### src/hw/rtl/chm_pkg.sv
// ----------------------------------------------------------------------------
// chm_pkg
// Shared types and constants for the chained hash map engine: command codes,
// controller states, result selection and the controller/datapath bundles.
// ----------------------------------------------------------------------------
package chm_pkg;

    // default sizes
    localparam int DEF_MAX_BUCKETS  = 1024;
    localparam int DEF_POOL_ENTRIES = 1024;

    // field widths
    localparam int CMD_W    = 2;
    localparam int KEY_W    = 63;
    localparam int HANDLE_W = 32;
    localparam int LEVEL_W  = 16;
    localparam int BC_W     = 11;
    localparam int IV_W     = 32;
    localparam int CFG_W    = 32;
    localparam int CFG_IDX_W = 1;

    // serial divider
    localparam int DIV_W     = 64;
    localparam int DVS_W     = 32;
    localparam int DIV_CNT_W = 7;

    localparam logic [DIV_W-1:0] HASH_OFFSET = 64'd84751;
    localparam logic [BC_W-1:0]  BC_RESET    = 11'd1024;
    localparam logic [IV_W-1:0]  IV_RESET    = 32'd1;

    // configuration register indexes
    typedef enum logic [CFG_IDX_W-1:0] {
        CFG_BUCKET_COUNT = 1'b0,
        CFG_KEY_INTERVAL = 1'b1
    } cfg_idx_t;

    // command codes
    typedef enum logic [CMD_W-1:0] {
        CMD_LOOKUP = 2'd0,
        CMD_SET    = 2'd1,
        CMD_DELETE = 2'd2,
        CMD_CLEAR  = 2'd3
    } cmd_t;

    // result selection
    typedef enum logic [2:0] {
        RES_NONE,
        RES_VALUE,
        RES_DEFAULT,
        RES_FOUND,
        RES_FULL
    } res_t;

    // controller states
    typedef enum logic [3:0] {
        ST_INIT,
        ST_IDLE,
        ST_SWEEP,
        ST_DIVQ,
        ST_DIVR,
        ST_HEAD,
        ST_HEADW,
        ST_WALK,
        ST_CMP,
        ST_INSERT,
        ST_RELEASE
    } state_t;

    // controller to datapath
    typedef struct packed {
        logic capture;
        logic div_start;
        logic div_sel;
        logic bucket_save;
        logic head_rd;
        logic head_load;
        logic ent_rd;
        logic adv;
        logic upd_write;
        logic free_rd;
        logic ins_write;
        logic unlink;
        logic release_ent;
        logic sweep_step;
        logic res_set;
        res_t res_sel;
    } ctl_t;

    // datapath to controller
    typedef struct packed {
        cmd_t cmd;
        logic div_done;
        logic at_nil;
        logic key_match;
        logic free_empty;
        logic sweep_last;
    } sts_t;

endpackage

### src/hw/rtl/chm_ctrl.sv
// ----------------------------------------------------------------------------
// chm_ctrl
// Sequencer for one command: hash by two divider passes, read the bucket
// head, walk the chain, then update, insert or unlink; clear only sweeps.
// ----------------------------------------------------------------------------
module chm_ctrl (
    input  logic                      clk,
    input  logic                      rst_n,
    input  logic                      start,
    input  logic [chm_pkg::CMD_W-1:0] command,
    output logic                      busy,
    input  chm_pkg::sts_t             sts,
    output chm_pkg::ctl_t             ctl
);

    chm_pkg::state_t state_reg;
    chm_pkg::state_t state_next;

    // state register
    always_ff @(posedge clk or negedge rst_n)
    begin
        if (!rst_n)
            state_reg <= chm_pkg::ST_INIT;
        else
            state_reg <= state_next;
    end

    // next state and commands
    always_comb
    begin
        state_next  = state_reg;
        ctl         = '0;
        ctl.res_sel = chm_pkg::RES_NONE;
        unique case (state_reg)
            chm_pkg::ST_INIT:
            begin
                ctl.sweep_step = 1'b1;
                if (sts.sweep_last)
                    state_next = chm_pkg::ST_IDLE;
            end
            chm_pkg::ST_IDLE:
            begin
                if (start)
                begin
                    ctl.capture = 1'b1;
                    if (chm_pkg::cmd_t'(command) == chm_pkg::CMD_CLEAR)
                        state_next = chm_pkg::ST_SWEEP;
                    else
                    begin
                        ctl.div_start = 1'b1;
                        state_next    = chm_pkg::ST_DIVQ;
                    end
                end
            end
            chm_pkg::ST_SWEEP:
            begin
                ctl.sweep_step = 1'b1;
                if (sts.sweep_last)
                begin
                    ctl.res_set = 1'b1;
                    state_next  = chm_pkg::ST_IDLE;
                end
            end
            chm_pkg::ST_DIVQ:
            begin
                if (sts.div_done)
                begin
                    ctl.div_start = 1'b1;
                    ctl.div_sel   = 1'b1;
                    state_next    = chm_pkg::ST_DIVR;
                end
            end
            chm_pkg::ST_DIVR:
            begin
                ctl.div_sel = 1'b1;
                if (sts.div_done)
                begin
                    ctl.bucket_save = 1'b1;
                    state_next      = chm_pkg::ST_HEAD;
                end
            end
            chm_pkg::ST_HEAD:
            begin
                ctl.head_rd = 1'b1;
                state_next  = chm_pkg::ST_HEADW;
            end
            chm_pkg::ST_HEADW:
            begin
                ctl.head_load = 1'b1;
                state_next    = chm_pkg::ST_WALK;
            end
            chm_pkg::ST_WALK:
            begin
                if (sts.at_nil)
                begin
                    // key absent
                    if (sts.cmd == chm_pkg::CMD_SET && !sts.free_empty)
                    begin
                        ctl.free_rd = 1'b1;
                        state_next  = chm_pkg::ST_INSERT;
                    end
                    else
                    begin
                        ctl.res_set = 1'b1;
                        if (sts.cmd == chm_pkg::CMD_LOOKUP)
                            ctl.res_sel = chm_pkg::RES_DEFAULT;
                        else if (sts.cmd == chm_pkg::CMD_SET)
                            ctl.res_sel = chm_pkg::RES_FULL;
                        state_next = chm_pkg::ST_IDLE;
                    end
                end
                else
                begin
                    ctl.ent_rd = 1'b1;
                    state_next = chm_pkg::ST_CMP;
                end
            end
            chm_pkg::ST_CMP:
            begin
                if (sts.key_match)
                begin
                    if (sts.cmd == chm_pkg::CMD_DELETE)
                    begin
                        ctl.unlink = 1'b1;
                        state_next = chm_pkg::ST_RELEASE;
                    end
                    else
                    begin
                        ctl.res_set   = 1'b1;
                        ctl.upd_write = (sts.cmd == chm_pkg::CMD_SET);
                        ctl.res_sel   = (sts.cmd == chm_pkg::CMD_SET) ?
                                        chm_pkg::RES_FOUND : chm_pkg::RES_VALUE;
                        state_next    = chm_pkg::ST_IDLE;
                    end
                end
                else
                begin
                    ctl.adv    = 1'b1;
                    state_next = chm_pkg::ST_WALK;
                end
            end
            chm_pkg::ST_INSERT:
            begin
                ctl.ins_write = 1'b1;
                ctl.res_set   = 1'b1;
                state_next    = chm_pkg::ST_IDLE;
            end
            chm_pkg::ST_RELEASE:
            begin
                ctl.release_ent = 1'b1;
                ctl.res_set     = 1'b1;
                ctl.res_sel     = chm_pkg::RES_FOUND;
                state_next      = chm_pkg::ST_IDLE;
            end
            default:
            begin
                state_next = chm_pkg::ST_IDLE;
            end
        endcase
    end

    assign busy = (state_reg != chm_pkg::ST_IDLE);

    // an accepted command always leaves idle
    a_leave_idle: assert property (@(posedge clk) disable iff (!rst_n)
        (state_reg == chm_pkg::ST_IDLE && start) |=> state_reg != chm_pkg::ST_IDLE)
        else $error("accepted item did not start work");

    // an insert only takes an entry from a non-empty free list
    a_insert_free: assert property (@(posedge clk) disable iff (!rst_n)
        ctl.ins_write |-> ($past(ctl.free_rd) && !sts.free_empty))
        else $error("insert without free entry");

    // a released entry was unlinked the cycle before
    a_release: assert property (@(posedge clk) disable iff (!rst_n)
        ctl.release_ent |-> $past(ctl.unlink))
        else $error("release without unlink");

    // the bucket is taken only when the modulo pass finishes
    a_bucket: assert property (@(posedge clk) disable iff (!rst_n)
        ctl.bucket_save |-> (sts.div_done && state_reg == chm_pkg::ST_DIVR))
        else $error("bucket saved outside modulo pass");

endmodule

### config.mk
export PLATFORM = sky130hd
export DESIGN_NAME = chm_ctrl
export DESIGN_NICKNAME = d
export VERILOG_FILES = /design/src/hw/rtl/chm_pkg.sv /design/src/hw/rtl/chm_ctrl.sv
export SDC_FILE = /design/constraint.sdc
export NUM_CORES = 1
export LEC_CHECK = 0
export BUFFER_PORTS_ARGS = -buffer_cell sky130_fd_sc_hd__buf_2
export CORE_MARGIN = 4
export CORE_UTILIZATION = 43
export DETAILED_ROUTE_END_ITERATION = 12
export PLACE_DENSITY = 0.78
export RECOVER_POWER = 50
export REMOVE_ABC_BUFFERS = 1
export SETUP_SLACK_MARGIN = 0.3
export SLEW_MARGIN = 10
export SYNTH_ARGS = -nofsm -noshare
export SYNTH_HDL_FRONTEND = slang
export SYNTH_SLANG_ARGS = --single-unit
### constraint.sdc
create_clock -name clk -period 1.6 [get_ports clk]
set_input_delay 0.08 -clock clk [delete_from_list [all_inputs] [get_ports clk]]
set_output_delay 0.08 -clock clk [all_outputs]
set_load 0.02 [all_outputs]
==> results of run 1 <==
## logic make-up after synthesis
group	share of synthesized area (%)
muxes	2.63
buffers and inverters	7.45
and+or+nand+nor	48.5
DFF	17.5
AOI/OAI and AO/OA	23.9
## metrics by stage
step / hold slack (ns) / util, % / setup TNS [ns] / area, um2
after floorplan: -0.216 / - / -0.171 / 543
after global placement: -0.112 / 69.7 / 0 / 816
after detailed placement: -0.109 / 69.7 / 0 / 816
==> results.md, run 1 <==
* Inst Count DP at 133
* Register area share after synthesis at 17.5%
* Pre-CTS WS at 0.112 ns
* Synth unique cells at 32
* Clock sinks at 4
* CTS buffer count at 3
* Num rows at 12
* Cell taking the most area after synthesis: dfrtp_1
* Die width at 44.4 um
* Die height at 44.4 um
* Mean Syn Cell Area at 7.22 um2
* Placer Congestion at 0.835
* Syn Inst Count at 79
* PostCTS Resize Cnt at 72
* Post-CTS setup buffers at 15
* CTS H-tree lvls at 1
* DP HPWL at 1460 um
* Yosys warning count at 0
* Fail Step: clock tree synthesis (4_1_cts)
* Top-level I/O count at 31
* Synth top cells by count: nor2_1 (14), a21oi_1 (5), nor3_1 (5)
* Async SR Flop Fraction at 100%
* Top cell type's share of synthesized area at 17.5%
* Initial Utilization at 48.7%
* Ys flop type: dfrtp_1
* Most common cell in the netlist: nor2_1
* Status: aborted with a tool error
* Clock Tree Buf Depth at 2
* First Err: [ERROR DPL-0038] Utilization greater than 100%, impossible to legalize
* Synth Cell Area at 571 um2
* Hold Buf Count CTS at 1
* Port bufs at 30
* Number of flops mapped to enable cells by yosys at 0
* Top cells by area in the synthesized netlist: dfrtp_1 (18%), nor2_1 (9.2%), a22oi_1 (5.3%), a21oi_1 (4.4%), nand2b_1 (4.4%)
* Root Buffer: clkbuf_4
* #FFs+latches synth at 4
==> inputs of run 2 (changes only) <==
--- a/config.mk
+++ b/config.mk
@@ -6,13 +6,12 @@
 export NUM_CORES = 1
 export LEC_CHECK = 0
 export BUFFER_PORTS_ARGS = -buffer_cell sky130_fd_sc_hd__buf_2
-export CORE_MARGIN = 4
-export CORE_UTILIZATION = 43
+export CORE_AREA = 4 4 65 67
 export DETAILED_ROUTE_END_ITERATION = 12
-export PLACE_DENSITY = 0.78
+export DIE_AREA = 0 0 69 71
+export PLACE_DENSITY_LB_ADDON = 0.15
 export RECOVER_POWER = 50
 export REMOVE_ABC_BUFFERS = 1
-export SETUP_SLACK_MARGIN = 0.3
 export SLEW_MARGIN = 10
 export SYNTH_ARGS = -nofsm -noshare
 export SYNTH_HDL_FRONTEND = slang
==> run 2 against run 1 <==
  * The flow now finishes, with violations (negative setup slack)
  * Synthesized cell count is the same
  * Area after synthesis unchanged
==> results.md, run 2 <==
* Area after DPL at 843 um2
* Met3 usage at 1.99%
* Placer Congestion at 0.758
* Initial Utilization at 15.7%
* Top cells by area in the synthesized netlist: dfrtp_1 (18%), nor2_1 (9.2%), a22oi_1 (5.3%), a21oi_1 (4.4%), nand2b_1 (4.4%)
* DR iter-0 viols at 24
* Syn Inst Count at 79
* Yosys warning count at 0
* CP peak stage delay at 0.44 ns
* HP Class: primary input to async pin
* Bufs and invs on worst path at 4
* CTS H-tree lvls at 1
* Root Buffer: clkbuf_8
* Crit path arrival time at 1.58 ns
* Top cell type's share of synthesized area at 17.5%
* Busiest grt layer: met2
* Die height at 71 um
* Main combinational cell family by area after synthesis: simple AND/OR/NAND/NOR gates
* Global-route wire length before repair at 3770 um
* Antenna Cells at 0
* CP Cell Sequence: buf_4 -> buf_4 -> nand4_4 -> buf_6 -> o22ai_1 -> or2_1 -> buf_6
* Min Hold Slack at 0.228 ns
* Delay-heaviest family, CP: buffers and inverters
* Clk pwr share at 11.5%
* Most common cell in the netlist: nor2_1
* Grt met1 use at 12.6%
* Top-level I/O count at 31
* Core ar. at 3630 um2
* Final min period at 1.66 ns
* Synth Area in Compound Gates at 23.9%
* Clk Latency, worst-skew pair at 0.22 ns
* Vias/cell at 4.47
* Pin count of the biggest net entering global routing at 10
* RSZ-0062 raised after global routing: true
* Initial antenna violation count at 0
* Number of global-route vias before repair at 772
* Pre-CTS WS at 0.0868 ns
* Gate power share at 75.3%
* Synth top cells by count: nor2_1 (14), a21oi_1 (5), nor3_1 (5)
* Design internal power at 1.01 mW
* Register area share after synthesis at 17.5%
* Commonest cells after routing, fill and taps aside: buf_2 (21), buf_4 (21), nor2_1 (11), buf_6 (11)
* Max Clk Rate at 0.602 GHz
* Crit. End Element: output port
* Clock Tree Buf Depth at 2
* Cell taking the most area after synthesis: dfrtp_1
* Num rows at 22
* Failing checks: negative setup slack
* CTS buffer count at 3
* Total GRT Usage at 9.37%
* Required @ worst endpoint at 1.52 ns
* Clock sinks at 4
* Sw Share at 45.5%
* Routed WL per cell at 13.2 um
* Number of flops mapped to enable cells by yosys at 0
* Final setup fails at 5
* Total of max-cap violations at 0
* Simple-gate portion of the synthesized area at 48.5%
* Switching pwr at 0.846 mW
* #FFs+latches synth at 4
* GRT overflow at 0
* Mux contribution to synthesized area at 2.63%
* Inst Count DP at 165
* Die Footprint at 4900 um2
* DP HPWL at 1770 um
* Synth Cell Area at 571 um2
* Pins Over Slew Limit at 0
* Cell Pwr Density at 1600 nW/um2
* Ys flop type: dfrtp_1
* Die width at 69 um
* Worst Slack Setup Final at -0.0603 ns
* Layout cell share with drive strength beyond 1 at 59.0%
* Fin crit share at 104%
* Seq pwr share at 13.2%
* Clk_skew at 0.00144 ns
* Max reg flops at 4
* Crit-path slowest cell: dfrtp_2
* Final hold vios at 0
* Mean Syn Cell Area at 7.22 um2
* Maximum VDD drop at 0.563 mV
* Met2 usage at 15.5%
* Final non-filler cell area at 1160 um2
* Post-route ant nets at 0
* Adder-Cell Fraction of Synth Area at 0%
* CP Launch Type: flop
* Synth unique cells at 32
* Post-route insts no fill at 182
* CTS clk-pin slew, worst paths at 0.03 ns
* Routed WL at 2400 um
* Port bufs at 30
* Area grow syn2layout at 103%
* Least-Margin Pin Slew at 0.302 ns
* Layout net count at 148
* Detailed-route via count at 814
* CP Class: flop to output port
* Leakage at 0.530 nW
* Status: finished with violations
* CTS tree: built
* Pre-antenna DRT Iters at 4
* Worst Path Max Fanout at 4
* Async SR Flop Fraction at 100%
* DRC Markers at 0
* Slew HR at 79.9%
* XOR/XNOR Fraction of Synth Area at 0%
==> run 2: cell counts after synthesis <==
Identical to the previous run, type by type.
==> run 2: final cells by class <==
cell class              count  area, um2
repair buffers             56        420
flip-flops and latches      4        105
fillers                   406       2480
multi-input cells          67        515
inverters                   4       15.0
clock buffers               3       41.3
well taps                  48       60.1
==> run 2: cell families (layout without fill, tap and decap cells) <==
group	Yosys count	count (layout)
flip-flops	4	4
buffers and inverters	8	63
AO/OA/AOI/OAI	20	20
multiplexers	1	1
AND/OR/NAND/NOR	46	46
==> run 2: power groups by stage <==
stage	clock network [mW]	registers [mW]	logic, mW
finish	0.214	0.244	1.40
global route	0.229	0.251	1.52
CTS	0.220	0.222	1.22
detailed placement	0	0.216	1.06
global placement	0	0.224	1.07
floorplan	0	0.265	0.586
==> run 2: path summary, 6_finish.rpt <==
check	startpoint	endpoint	slack, ns	cells past startpoint
worst max-delay path	state_reg[0]	ctl[3]	-0.06	7
worst min-delay path	rst_n	state_reg[3]	0.23	2
worst max register to register	state_reg[0]	state_reg[1]	0.03	6
worst min register to register	state_reg[3]	state_reg[2]	0.67	2
max in group asynchronous	rst_n	state_reg[1]	1.17	2
min in group clk	sts[3]	state_reg[3]	0.24	3
==> run 2: worst reg2reg max path: cells and delay by family, from the launching register on <==
family	cells	cell delay, ns
AO/OA/AOI/OAI	3	0.57
buffers and inverters	2	0.31
AND/OR/NAND/NOR	1	0.14
flip-flops	1	0.44
==> run 2: timing repair <==
action / CTS / global route
setup buffers: 7 / 7
setup endpoints to repair: 7 / 13
gates resized for setup: 17 / 27
hold buffers: 1 / 0
cloned: 0 / 0
hold endpoints to repair: 4 / 0
pin swaps: 6 / 6
==> run 2: metrics by stage <==
stage / total power [mW] / TNS, ns / utilization (%)
finish: 1.86 / -0.174 / 31.9
global route: 2.00 / -0.646 / 31.9
detailed placement: 1.28 / 0 / 23.2
CTS: 1.66 / -0.152 / 27.6
floorplan: 0.851 / -0.171 / -
global placement: 1.30 / 0 / 23.2
==> run 2: layer usage <==
metal | share of wire (%) | vias to the layer above
met1 | 45 | 391
met4 | 1.5 | 0
met3 | 2.8 | 4
li1 | - | 402
met2 | 51 | 17
met5 | 0 | -
Note: power is estimated with default switching activity, not from simulation.
==> inputs of run 3 (changes only) <==
--- a/config.mk
+++ b/config.mk
@@ -9,6 +9,7 @@
 export CORE_AREA = 4 4 65 67
 export DETAILED_ROUTE_END_ITERATION = 12
 export DIE_AREA = 0 0 69 71
+export MAX_ROUTING_LAYER = met4
 export PLACE_DENSITY_LB_ADDON = 0.15
 export RECOVER_POWER = 50
 export REMOVE_ABC_BUFFERS = 1
==> run 3 against run 2 <==
  * The flow still finishes with violations (negative setup slack)
  * Setup slack about the same
  * Total power about the same
  * Critical path depth unchanged
  * Clock skew about the same
  * Routed wire length about the same
  * Die area unchanged
  * Combinational power about the same
  * Design area unchanged
  * Maximum frequency about the same
  * First-iteration DRC count increased by 4.2%
  * Core utilization unchanged
  * Via count decreased by 0.49%
  * Critical endpoint unchanged
==> results.md, run 3 (synthesis gave the netlist of run 2 again) <==
* Status: finished with violations
* Failing checks: negative setup slack
* Clk pwr share at 11.5%
* CP Launch Type: flop
* Layout net count at 148
* Final setup fails at 5
* HP Class: primary input to async pin
* Antenna Cells at 0
* Sw Share at 45.5%
* Cell Pwr Density at 1600 nW/um2
* CP Class: flop to output port
* Grt met1 use at 12.6%
* Core ar. at 3630 um2
* Top-level I/O count at 31
* Detailed-route via count at 810
* Busiest grt layer: met2
* Met3 usage at 1.99%
* Min Hold Slack at 0.229 ns
* Initial Utilization at 15.7%
* Vias/cell at 4.45
* Global-route wire length before repair at 3780 um
* Die width at 69 um
* Final min period at 1.66 ns
* Layout cell share with drive strength beyond 1 at 59.0%
* Pre-antenna DRT Iters at 4
* Worst Slack Setup Final at -0.0605 ns
* Worst Reg2Reg Path Length in Cells at 6
* Leakage at 0.530 nW
* Num rows at 22
* Final core occ at 31.9%
* Commonest cells after routing, fill and taps aside: buf_2 (21), buf_4 (21), nor2_1 (11), buf_6 (11)
* Met2 usage at 15.5%
* DRC Markers at 0
* Initial antenna violation count at 0
* Pins Over Slew Limit at 0
* CTS clk-pin slew, worst paths at 0.03 ns
* Pin count of the biggest net entering global routing at 10
* Routed WL per cell at 13.2 um
* Switching pwr at 0.846 mW
* Area grow syn2layout at 103%
* Max reg flops at 4
* Area occupied by multi-input gates at 515 um2
* Worst setup startpoint: state_reg[0]
* Total GRT Usage at 9.65%
* Worst Path Max Fanout at 4
* RSZ-0062 raised after global routing: true
* Clk_skew at 0.00146 ns
* Reg-to-Reg Start: state_reg[0]
* Root Buffer: clkbuf_8
* DR iter-0 viols at 25
* Clock sinks at 4
* GRT overflow at 0
* Post-route ant nets at 0
* CTS tree: built
* Fin crit share at 104%
* Seq pwr share at 13.2%
* Die height at 71 um
* Clock Tree Buf Depth at 2
* CTS H-tree lvls at 1
* Maximum VDD drop at 0.563 mV
* Least-Margin Pin Slew at 0.302 ns
* Placer Congestion at 0.768
* Gate power share at 75.3%
* Required @ worst endpoint at 1.52 ns
* Design internal power at 1.01 mW
* Slew HR at 79.9%
* Crit. End Element: output port
* Storage cell area at 105 um2
* Design Power at 1.86 mW
* Number of global-route vias before repair at 771
* DP HPWL at 1770 um
* Crit path arrival time at 1.58 ns
* CTS buffer count at 3
* Clk Latency, worst-skew pair at 0.22 ns
* Die Footprint at 4900 um2
* Final hold vios at 0
* Total of max-cap violations at 0
* Max Clk Rate at 0.602 GHz
* Pre-CTS WS at 0.0868 ns
* Routed WL at 2390 um
* # fillers at 406
* Port bufs at 30
run 3: cell counts in the layout (fill, tap and decap cells not counted):
No cell type changed its count.
run 3: worst max-delay path, cell delays in order (launching register included):
cell,delay (ns)
dfrtp_2,0.44
buf_4,0.15
buf_4,0.13
nand4_4,0.09
buf_6,0.13
o22ai_1,0.06
or2_1,0.23
buf_6,0.13
run 3: worst paths after layout:
kind / end / slack, ns
setup / recovery: ctl[3] / -0.06
hold / removal: state_reg[3] / 0.23
setup reg to reg: state_reg[1] / 0.03
hold reg to reg: state_reg[2] / 0.67
max in group asynchronous: state_reg[1] / 1.17
min in group clk: state_reg[3] / 0.24
run 3: power by group through the flow:
stage	Combinational, mW	Clock, mW	Sequential (mW)
floorplan	0.586	0	0.265
global placement	1.07	0	0.224
detailed placement	1.06	0	0.216
CTS	1.22	0.220	0.222
global route	1.52	0.229	0.251
finish	1.40	0.214	0.244
run 3: timing repair:
action	4_1_cts	5_1_grt
hold buffers	1	0
gates resized for setup	17	27
gates cloned	0	0
hold endpoints to repair	4	0
setup endpoints to repair	7	13
buffers inserted	7	7
pin swaps	6	6
run 3: routing by layer:
layer / part of all wire, % / up-vias / routed length, um
li1: - / 402 / -
met1: 45 / 391 / 1080
met2: 51 / 15 / 1220
met3: 2.5 / 2 / 60
met4: 1.2 / 0 / 29
met5: 0 / - / 0
run 3: area by class of cell:
class | instances | area share (%)
sequential | 4 | 9.08
inverter | 4 | 1.30
timing repair buffer | 56 | 36.3
multi-input combinational | 67 | 44.5
tap | 48 | 5.19
clock buffer | 3 | 3.57
run 3: stage by stage:
stage / area, um2 / std cells / setup TNS (ns)
floorplan: 543 / 75 / -0.171
global placement: 843 / 165 / 0
detailed placement: 843 / 165 / 0
CTS: 1000 / 176 / -0.152
global route: 1160 / 182 / -0.646
finish: 1160 / 182 / -0.175
